`config.mk`:
```
export PLATFORM = sky130hd
export DESIGN_NAME = imu_serial_frame_decoder_top
export DESIGN_NICKNAME = d
export VERILOG_FILES = /design/src/design/imu_sfd_pkg.sv /design/src/design/imu_serial_frame_decoder_top.sv /design/src/design/imu_sfd_parser.sv /design/src/design/imu_sfd_scale.sv
export SDC_FILE = /design/constraint.sdc
export NUM_CORES = 2
export LEC_CHECK = 0
export BUFFER_PORTS_ARGS = -buffer_cell sky130_fd_sc_hd__buf_2
export CORE_ASPECT_RATIO = 0.9
export CORE_MARGIN = 5
export CORE_UTILIZATION = 65
export CTS_CLUSTER_DIAMETER = 120
export DETAILED_ROUTE_END_ITERATION = 8
export PLACE_DENSITY = 0.93
export SKIP_LAST_GASP = 1
export SLEW_MARGIN = 25
export SYNTH_ARGS = -nofsm -noshare
export SYNTH_HDL_FRONTEND = slang
export SYNTH_SLANG_ARGS = --single-unit
```
`constraint.sdc`:
```
create_clock -name clk -period 9.1 [get_ports clk]
set_input_delay 0.91 -clock clk [delete_from_list [all_inputs] [get_ports clk]]
set_output_delay 0.91 -clock clk [all_outputs]
set_load 0.02 [all_outputs]
```
`src/design/imu_sfd_pkg.sv`:
```
// ----------------------------------------------------------------------------
// imu_sfd_pkg
// Shared types and constants for the IMU serial frame decoder.
// ----------------------------------------------------------------------------
package imu_sfd_pkg;

    // Frame layout
    localparam logic [7:0] HDR_BYTE   = 8'h55;
    localparam logic [7:0] TYPE_ACC   = 8'h51;
    localparam logic [7:0] TYPE_GYRO  = 8'h52;
    localparam logic [7:0] TYPE_ANGLE = 8'h53;
    localparam logic [3:0] POS_IDLE   = 4'd0;
    localparam logic [3:0] POS_TYPE   = 4'd1;
    localparam logic [3:0] POS_DATA0  = 4'd2;
    localparam logic [3:0] POS_LAST   = 4'd10;
    localparam int         DATA_BYTES = 6;

    // Result kinds
    localparam logic [1:0] KIND_ACC   = 2'd0;
    localparam logic [1:0] KIND_GYRO  = 2'd1;
    localparam logic [1:0] KIND_ANGLE = 2'd2;

    // Q16 scale factors: full scale times 65536, rounded
    localparam logic [23:0] K_ACC   = 24'd10276045;
    localparam logic [23:0] K_GYRO  = 24'd2287638;
    localparam logic [23:0] K_ANGLE = 24'd11796480;

    // Decoded frame payload
    typedef struct packed {
        logic [1:0]         kind;
        logic signed [15:0] x_raw;
        logic signed [15:0] y_raw;
        logic signed [15:0] z_raw;
    } frame_t;

    // Parser status toward the output stage
    typedef struct packed {
        logic fire;     // good frame completes on this request
        logic at_last;  // next byte is the checksum byte
    } prs_stat_t;

    function automatic logic [23:0] scale_k(input logic [1:0] kind);
        logic [23:0] k;
        unique case (kind)
            KIND_ACC:   k = K_ACC;
            KIND_GYRO:  k = K_GYRO;
            KIND_ANGLE: k = K_ANGLE;
            default:    k = K_ACC;
        endcase
        return k;
    endfunction

endpackage

```
`src/design/imu_serial_frame_decoder_top.sv`:
```
// ----------------------------------------------------------------------------
// imu_serial_frame_decoder_top
// Decodes 11-byte IMU frames from a serial byte stream into raw and Q16 axes.
// ----------------------------------------------------------------------------
// Usage:
//   Input channel (in_valid/in_ready/rx_byte) takes one received byte per
//   request. The block hunts for header 0x55, gathers the 11-byte frame and
//   checks the 8-bit sum of bytes 0..9 against byte 10.
//   Output channel (out_valid/out_ready) carries one request per good frame
//   of type 0x51/0x52/0x53: kind, three raw axes and three Q16 scaled axes.
//   Bad checksums and unknown types are dropped silently.
//   Throughput: one byte per cycle while in_ready is high. The result is
//   registered as the checksum byte is accepted; the checksum compare and the
//   three axis multipliers sit between the byte registers and that output
//   register.
//   Receiver stall: bytes keep flowing while a result waits; only the
//   checksum byte of the next frame is held off until the output register
//   is free.
//   Reset: asynchronous, clears the parser to header hunt and drops any
//   pending result. Frame byte storage needs no clearing.
// ----------------------------------------------------------------------------
module imu_serial_frame_decoder_top
    import imu_sfd_pkg::*;
(
    input  logic               clk,
    input  logic               rst_n,
    input  logic               in_valid,
    output logic               in_ready,
    input  logic [7:0]         rx_byte,
    output logic               out_valid,
    input  logic               out_ready,
    output logic [1:0]         frame_kind,
    output logic signed [15:0] x_raw,
    output logic signed [15:0] y_raw,
    output logic signed [15:0] z_raw,
    output logic signed [24:0] x_scaled,
    output logic signed [24:0] y_scaled,
    output logic signed [24:0] z_scaled
);

    logic               accept;
    prs_stat_t          stat;
    frame_t             frame;
    logic signed [24:0] xs;
    logic signed [24:0] ys;
    logic signed [24:0] zs;
    logic               out_valid_reg;
    logic               out_valid_next;
    logic [1:0]         kind_reg;
    logic signed [15:0] x_raw_reg;
    logic signed [15:0] y_raw_reg;
    logic signed [15:0] z_raw_reg;
    logic signed [24:0] x_scaled_reg;
    logic signed [24:0] y_scaled_reg;
    logic signed [24:0] z_scaled_reg;

    // Only the checksum byte needs a free output slot
    assign in_ready = !out_valid_reg || out_ready || !stat.at_last;
    assign accept   = in_valid && in_ready;

    imu_sfd_parser u_parser (
        .clk     (clk),
        .rst_n   (rst_n),
        .accept  (accept),
        .rx_byte (rx_byte),
        .stat    (stat),
        .frame   (frame)
    );

    imu_sfd_scale u_scale_x (.kind(frame.kind), .raw(frame.x_raw), .scaled(xs));
    imu_sfd_scale u_scale_y (.kind(frame.kind), .raw(frame.y_raw), .scaled(ys));
    imu_sfd_scale u_scale_z (.kind(frame.kind), .raw(frame.z_raw), .scaled(zs));

    // Output register control
    always_comb
    begin
        priority if (stat.fire)
            out_valid_next = 1'b1;
        else if (out_ready)
            out_valid_next = 1'b0;
        else
            out_valid_next = out_valid_reg;
    end

    always_ff @(posedge clk or negedge rst_n)
    begin
        if (!rst_n)
        begin
            out_valid_reg <= 1'b0;
        end
        else
        begin
            out_valid_reg <= out_valid_next;
        end
    end

    // Output payload
    always_ff @(posedge clk)
    begin
        if (stat.fire)
        begin
            kind_reg     <= frame.kind;
            x_raw_reg    <= frame.x_raw;
            y_raw_reg    <= frame.y_raw;
            z_raw_reg    <= frame.z_raw;
            x_scaled_reg <= xs;
            y_scaled_reg <= ys;
            z_scaled_reg <= zs;
        end
    end

    assign out_valid  = out_valid_reg;
    assign frame_kind = kind_reg;
    assign x_raw      = x_raw_reg;
    assign y_raw      = y_raw_reg;
    assign z_raw      = z_raw_reg;
    assign x_scaled   = x_scaled_reg;
    assign y_scaled   = y_scaled_reg;
    assign z_scaled   = z_scaled_reg;

    // A new result never lands on one that is stalled
    a_no_overwrite: assert property (@(posedge clk) disable iff (!rst_n)
        out_valid_reg && !out_ready |-> !stat.fire)
        else $error("result overwritten while stalled");

    // Results only come from the checksum byte
    a_fire_at_last: assert property (@(posedge clk) disable iff (!rst_n)
        stat.fire |-> accept && stat.at_last)
        else $error("result outside checksum byte");

    // Only the three known kinds are emitted
    a_kind_known: assert property (@(posedge clk) disable iff (!rst_n)
        out_valid_reg |-> (kind_reg == KIND_ACC || kind_reg == KIND_GYRO
                           || kind_reg == KIND_ANGLE))
        else $error("unknown frame kind emitted");

    // Scaling keeps the sign of the raw count (checked on the x axis)
    a_sign_x: assert property (@(posedge clk) disable iff (!rst_n)
        out_valid_reg |-> (x_scaled_reg[24] == x_raw_reg[15]))
        else $error("x scaling sign mismatch");

endmodule

```
`src/design/imu_sfd_parser.sv`:
```
// ----------------------------------------------------------------------------
// imu_sfd_parser
// Header hunt, byte collection and checksum check for 11-byte frames.
// ----------------------------------------------------------------------------
module imu_sfd_parser
    import imu_sfd_pkg::*;
(
    input  logic       clk,
    input  logic       rst_n,
    input  logic       accept,
    input  logic [7:0] rx_byte,
    output prs_stat_t  stat,
    output frame_t     frame
);

    logic [3:0] pos_reg;
    logic [3:0] pos_next;
    logic [7:0] sum_reg;
    logic [7:0] sum_next;
    logic [7:0] type_reg;
    logic [7:0] data_reg [DATA_BYTES];
    logic       type_ok;
    logic [1:0] kind;

    // Position and running sum
    always_comb
    begin
        pos_next = pos_reg;
        sum_next = sum_reg;
        if (accept)
        begin
            if (pos_reg == POS_IDLE)
            begin
                if (rx_byte == HDR_BYTE)
                begin
                    pos_next = POS_TYPE;
                    sum_next = rx_byte;
                end
            end
            else if (pos_reg == POS_LAST)
            begin
                pos_next = POS_IDLE;
                sum_next = 8'd0;
            end
            else
            begin
                pos_next = pos_reg + 4'd1;
                sum_next = sum_reg + rx_byte;
            end
        end
    end

    always_ff @(posedge clk or negedge rst_n)
    begin
        if (!rst_n)
        begin
            pos_reg <= POS_IDLE;
            sum_reg <= 8'd0;
        end
        else
        begin
            pos_reg <= pos_next;
            sum_reg <= sum_next;
        end
    end

    // Frame byte storage (type byte and six data bytes)
    always_ff @(posedge clk)
    begin
        if (accept && pos_reg == POS_TYPE)
        begin
            type_reg <= rx_byte;
        end
        for (int i = 0; i < DATA_BYTES; i++)
        begin
            if (accept && pos_reg == POS_DATA0 + 4'(i))
            begin
                data_reg[i] <= rx_byte;
            end
        end
    end

    // Type decode
    always_comb
    begin
        type_ok = 1'b1;
        kind    = KIND_ACC;
        unique case (type_reg)
            TYPE_ACC:   kind = KIND_ACC;
            TYPE_GYRO:  kind = KIND_GYRO;
            TYPE_ANGLE: kind = KIND_ANGLE;
            default:    type_ok = 1'b0;
        endcase
    end

    assign stat.at_last = (pos_reg == POS_LAST);
    assign stat.fire    = accept && stat.at_last && (sum_reg == rx_byte) && type_ok;

    // Little-endian axis values
    assign frame.kind  = kind;
    assign frame.x_raw = signed'({data_reg[1], data_reg[0]});
    assign frame.y_raw = signed'({data_reg[3], data_reg[2]});
    assign frame.z_raw = signed'({data_reg[5], data_reg[4]});

endmodule

```
`src/design/imu_sfd_scale.sv`:
```
// ----------------------------------------------------------------------------
// imu_sfd_scale
// One axis lane: raw count times kind constant, arithmetic shift right by 15.
// ----------------------------------------------------------------------------
module imu_sfd_scale
    import imu_sfd_pkg::*;
(
    input  logic [1:0]         kind,
    input  logic signed [15:0] raw,
    output logic signed [24:0] scaled
);

    logic signed [24:0] k_s;
    logic signed [40:0] prod;

    // |prod| < 2^39, so bits 39..15 hold the floored Q16 value
    assign k_s    = signed'({1'b0, scale_k(kind)});
    assign prod   = 41'(raw) * 41'(k_s);
    assign scaled = prod[39:15];

endmodule
```
After elaboration in Yosys (flattened, before gate mapping)
Memory sizes are Yosys's and may differ from the RTL's. Index checks and enable logic that the tools add are counted.

Bits in registers: 146. Bits in writable memories: 48. Input bits: 12. Output and inout bits: 127. Word-level logic and storage cells: 95. Memories: 1.

$add $sub $neg: 2. $mul: 3. Equality and inequality tests: 16. Muxes and demuxes: 38. Reductions and logical operators: 24.

Memories: u_parser.data_reg (words 6, width 8, rd ports 6, clocked after memory_dff 0, wr ports 1, line imu_sfd_parser.sv:21) `logic [7:0] data_reg [DATA_BYTES];`.

Operator list (count): $mul 16x25->40 (3); $mux 8 (8); $pmux 24 s2 (1); $reduce_or 8->1 (5); $eq 8x7->1 const B (4); $mux 1 (20); $eq 4x3->1 const B (4); $mux 3 (5); $mux 4 (3); $logic_and 1x1->1 (11); $add 8x8->8 (1); $eq 4x2->1 const B (2); $eq 8x8->1 (1); $add 4x1->4 const B (1); $eq 4x1->1 const B (1); $eq 4x4->1 const B (1); $logic_not 4->1 (1); $pmux 2 s2 (1); $reduce_or 3->1 (1); $eq 2x1->1 const B (1); $eq 2x2->1 const B (1); $logic_not 1->1 (2); $logic_or 1x1->1 (2); $ne 2x2->1 const B (1); 2 further kinds (2).

Depth between registers and ports, before layout
Word-level depth: 13. Gate-level depth with buffers: 34. Gate-level depth less buffers: 30.

Hierarchy
Synthesis repeated with hierarchy kept, for this count alone.

Cell total of the unflattened synthesis: 3586. Area total of the unflattened synthesis: 36352.4 µm².

Modules (own cells, without submodules): imu_sfd_scale (u_scale_y) (instances 1, cells an instance 1128, area each 10133.5 µm², seq. area each 0.0 µm²); imu_sfd_scale (u_scale_x) (instances 1, cells an instance 1098, area each 9948.3 µm², seq. area each 0.0 µm²); imu_sfd_scale (u_scale_z) (instances 1, cells an instance 1052, area each 9713.1 µm², seq. area each 0.0 µm²); imu_serial_frame_decoder_top (instances 1, cells an instance 130, area each 3817.4 µm², seq. area each 3778.6 µm²); imu_sfd_parser (instances 1, cells an instance 178, area each 2740.1 µm², seq. area each 1981.9 µm²).

Worst setup path after synthesis
No wires, ideal clock.

Path type: flip-flop to flip-flop. From: reg u_parser.type_reg[3]. To: reg y_scaled_reg[24], in the netlist y_scaled[24] (data pin). Library setup time: 0.260 ns. Arrival: 7.407 ns. Data required time: 8.840 ns. Slack: 1.433 ns. Cell stages (with the launch flop): 35. Path buffers: 4. Clock period less this slack: 7.667 ns. Cells stage by stage: edfxtp_1 nor4b_4 buf_6 and3b_1 nand3_1 inv_1 ha_1 clkbuf_1 clkbuf_1 clkbuf_1 nand2_1 inv_1 ha_1 inv_1 fa_1 inv_1 fa_1 inv_1 fa_1 inv_1 fa_1 inv_1 fa_1 inv_1 ha_1 and4_1 and4_1 a211oi_1 a211oi_1 o21ai_0 nand3_1 a31oi_1 o21ai_0 a21oi_1 xnor2_1.

Longest elaborated chain between the ends: 5. Elaborated cells on any way between the ends: 7. Those cells by class: mul: 1; eq/ne: 4; mux: 2.

Ends and longest elaborated chain: start: declaration (line imu_sfd_parser.sv:20) `logic [7:0] type_reg;`; start signal: assignment (line imu_sfd_parser.sv:72) `type_reg <= rx_byte;`; $eq 8x7->1 (line imu_sfd_parser.sv:88) `unique case (type_reg)`; $pmux 2 s2 * (line imu_sfd_parser.sv:88); $eq 2x2->1 / $eq 2x1->1 (equally long branches) (line imu_sfd_pkg.sv:44) `unique case (kind)`; $pmux 24 s2 * (line imu_sfd_pkg.sv:44); $mul 16x25->40 * (line imu_sfd_scale.sv:18) `assign prod = 41'(raw) * 41'(k_s);`; net u_scale_y.prod[39] (line imu_sfd_scale.sv:14) `logic signed [40:0] prod;`; end signal: assignment (line imu_serial_frame_decoder_top.sv:107) `y_scaled_reg <= ys;`; end: declaration (line imu_serial_frame_decoder_top.sv:54) `logic signed [24:0] y_scaled_reg;`.

The timed path passes the listed nets; every way through them passes the cells marked *. A chain may end at the register's enable or synchronous reset.

Worst setup path after layout
Same ends and word-level chain as after synthesis.

==> impl_metrics.env <==
export IMPL_ctsHoldBuffers=0
export IMPL_dp_hpwl_um=74500
export IMPL_crit_fanout=35
export IMPL_rsz0062_at_grt="false"
export IMPL_rr_startpoint="u_parser.type_reg[3]"
export IMPL_core_area_sq_um=53300
export IMPL_critPathKind="reg2reg"
export IMPL_drc_errors=0
export IMPL_antenna_found_initial=10
export IMPL_drtAntennaViolNets=0
export IMPL_endpoint_kind="register"
export IMPL_cpMostUsedCell="fa_1"
export IMPL_grt_pass1_wl_um=141000
export IMPL_routed_wl_um=88100
export IMPL_grt_max_degree=71
export IMPL_ys_types=72
export IMPL_cts_root_buf="clkbuf_16"
export IMPL_max_slew_margin_pct=33.9
export IMPL_hold_viol_final=0
export IMPL_syn_avg_cell_area_sq_um=10.4
export IMPL_worstHoldPathType="in2async"
export IMPL_crit_required_ps=9360
export IMPL_nNetsFinal=4737
export IMPL_vias=23760
export IMPL_finalClockSkew_ps=16.2
export IMPL_die_area_sq_um=58700
export IMPL_worstMarginPinSlew_ps=992
export IMPL_multi_input_area_sq_um=25100
export IMPL_synthesis_area_sq_um=35100
export IMPL_yosysSeqAreaShare_pct=16.4
export IMPL_status="complete, no violations"
export IMPL_cts_htree_levels=4
export IMPL_cts_buffers=17
export IMPL_ys_warn_count=0
export IMPL_drt_vias_per_instance=5.63
export IMPL_critPathMaxStageDelay_ps=660
export IMPL_num_rows=80
export IMPL_fillerInstances=3761
export IMPL_clkSinkCount=194
export IMPL_crit_slowest_cell="a221oi_1"
export IMPL_gp_congestion=1.03
export IMPL_fmax_ghz=0.116
export IMPL_overflow=0
export IMPL_synthArstFlopShare_pct=6.70
export IMPL_maxSlewViolCount=0
export IMPL_synth_enable_flop_cells=181
export IMPL_grt_pass1_vias=26140
export IMPL_die_h_um=230
export IMPL_area_growth_pct=6.20
export IMPL_cp_start_kind="register"
export IMPL_port_buffers=138
export IMPL_track_usage_pct=31.3
export IMPL_setup_tns_ps=0
export IMPL_postCtsSetupBuffers=0
export IMPL_clkTransAtPathRegs_ps=90
export IMPL_fin_crit_sh_pct=94.6
export IMPL_wl_per_cell_um=20.9
export IMPL_drt_pre_antenna_iters=8
export IMPL_fp_dieW_um=255
export IMPL_syn_inst=3375
export IMPL_start_util_pct=65.8
export IMPL_cts_resized=0
export IMPL_ioPinCount=139
export IMPL_regArea_sq_um=5760
export IMPL_ys_seq_elements=194
export IMPL_cts_tree="built"
export IMPL_final_layout_size_suffix_gt1_share_pct=6.26
export IMPL_synthFlopType="edfxtp_1"
export IMPL_period_needed_ps=8600
export IMPL_cts_path_max_buffers=2
export IMPL_largest_reg_flops=48
export IMPL_worstPathArrival_ps=8860
export IMPL_setup_viol=0
export IMPL_critPathLaunch="u_parser.type_reg[3]"
export IMPL_drtIter0Drc=2088
export IMPL_cap_violations=0
export IMPL_clkLatencyLatePin_ps=520
[routing by layer]
layer  vias to the layer above  global-route usage (%)  wire (um)
li1                      10558                       -          -
met1                     11745                    41.5      34100
met2                      1208                    49.6      41100
met3                       239                    9.77       9670
met4                        10                    9.98       3210
met5                         -                       0         60
[cell usage in the layout, fill, tap and decap left out, types with 17 or more instances in the layout]
cell / n
buf_2: 138
o21ai_0: 32
nor2_1: 58
nand3_1: 17
xor2_1: 27
clkbuf_16: 17
a21o_1: 59
and2_1: 30
inv_1: 1092
nand2_1: 99
nand2b_1: 72
edfxtp_1: 181
a21oi_1: 82
nor3_1: 17
ha_1: 607
nor2b_1: 90
xnor2_1: 82
fa_1: 613
and3_1: 24
[synthesized netlist by cell type (13+ instances only)]
library cell,count,area share (%)
nand3_1,17,0.24
nor3_1,18,0.26
and3_1,24,0.43
edfxtp_1,181,16
clkbuf_1,39,0.42
o21ai_0,32,0.46
nand2b_1,72,1.3
xor2_1,27,0.67
a21oi_1,82,1.2
fa_1,613,35
dfrtp_1,13,0.93
nor2_1,59,0.63
a21o_1,59,1.3
nand2_1,99,1.1
xnor2_1,82,2.0
nor2b_1,90,1.6
ha_1,608,22
and2_1,30,0.54
o21a_1,16,0.34
inv_1,1092,12
[metrics by stage]
stage	setup WS (ps)	hold WS [ps]	util, %	cell area, sq um	std cells
floorplan	1430	478	-	35100	3377
global placement	566	519	68.7	36600	4182
detailed placement	380	527	68.7	36600	4182
CTS	315	257	69.9	37200	4214
global route	105	287	69.9	37200	4216
finish	496	282	69.9	37200	4219
[area by class of cell]
cell class | count | share of cell area [%]
diodes | 5 | 0.0336
clock buffers | 17 | 1.14
clock inverters | 15 | 0.518
inverters | 1094 | 11.0
multi-input cells | 2044 | 67.3
flip-flops and latches | 194 | 15.5
well taps | 697 | 2.34
repair buffers | 153 | 2.16
[critical path: cells and delay by family (launching register included)]
family                   cells  cell delay [ps]
AO/OA/AOI/OAI                6             1900
XOR/XNOR                     1               90
adder cells (fa/ha/maj)      8             3550
buffers and inverters        7              950
flip-flops                   1              430
AND/OR/NAND/NOR              6             1410
[cells by family (layout without fill, tap and decap cells)]
family / count (synthesis) / count (layout) / share of synthesized area, %
compound gates: 253 / 253 / 4.71
xor+xnor: 109 / 109 / 2.72
fa+ha+maj: 1221 / 1221 / 56.7
buf+inv: 1139 / 1279 / 12.2
flops: 194 / 194 / 16.4
mux: 1 / 1 / 0.0321
other cells: 1 / 8 / 0.0107
simple gates: 457 / 457 / 7.16
[worst paths after layout]
| check | endpoint | slack [ps] | cells past startpoint |
|---|---|---|---|
| worst min register to register | u_parser.sum_reg[2] | 540 | 2 |
| min in group clk | u_parser.sum_reg[2] | 540 | 2 |
| max in group asynchronous | u_parser.pos_reg[3] | 8560 | 1 |
| worst max-delay path | y_scaled[24] | 500 | 28 |
| worst min-delay path | u_parser.sum_reg[4] | 280 | 1 |
| worst max register to register | y_scaled[24] | 500 | 28 |
Power is left out: the tool's default activity adds up to more than one toggle a clock period on the data nets, which glitch-free logic cannot reach.
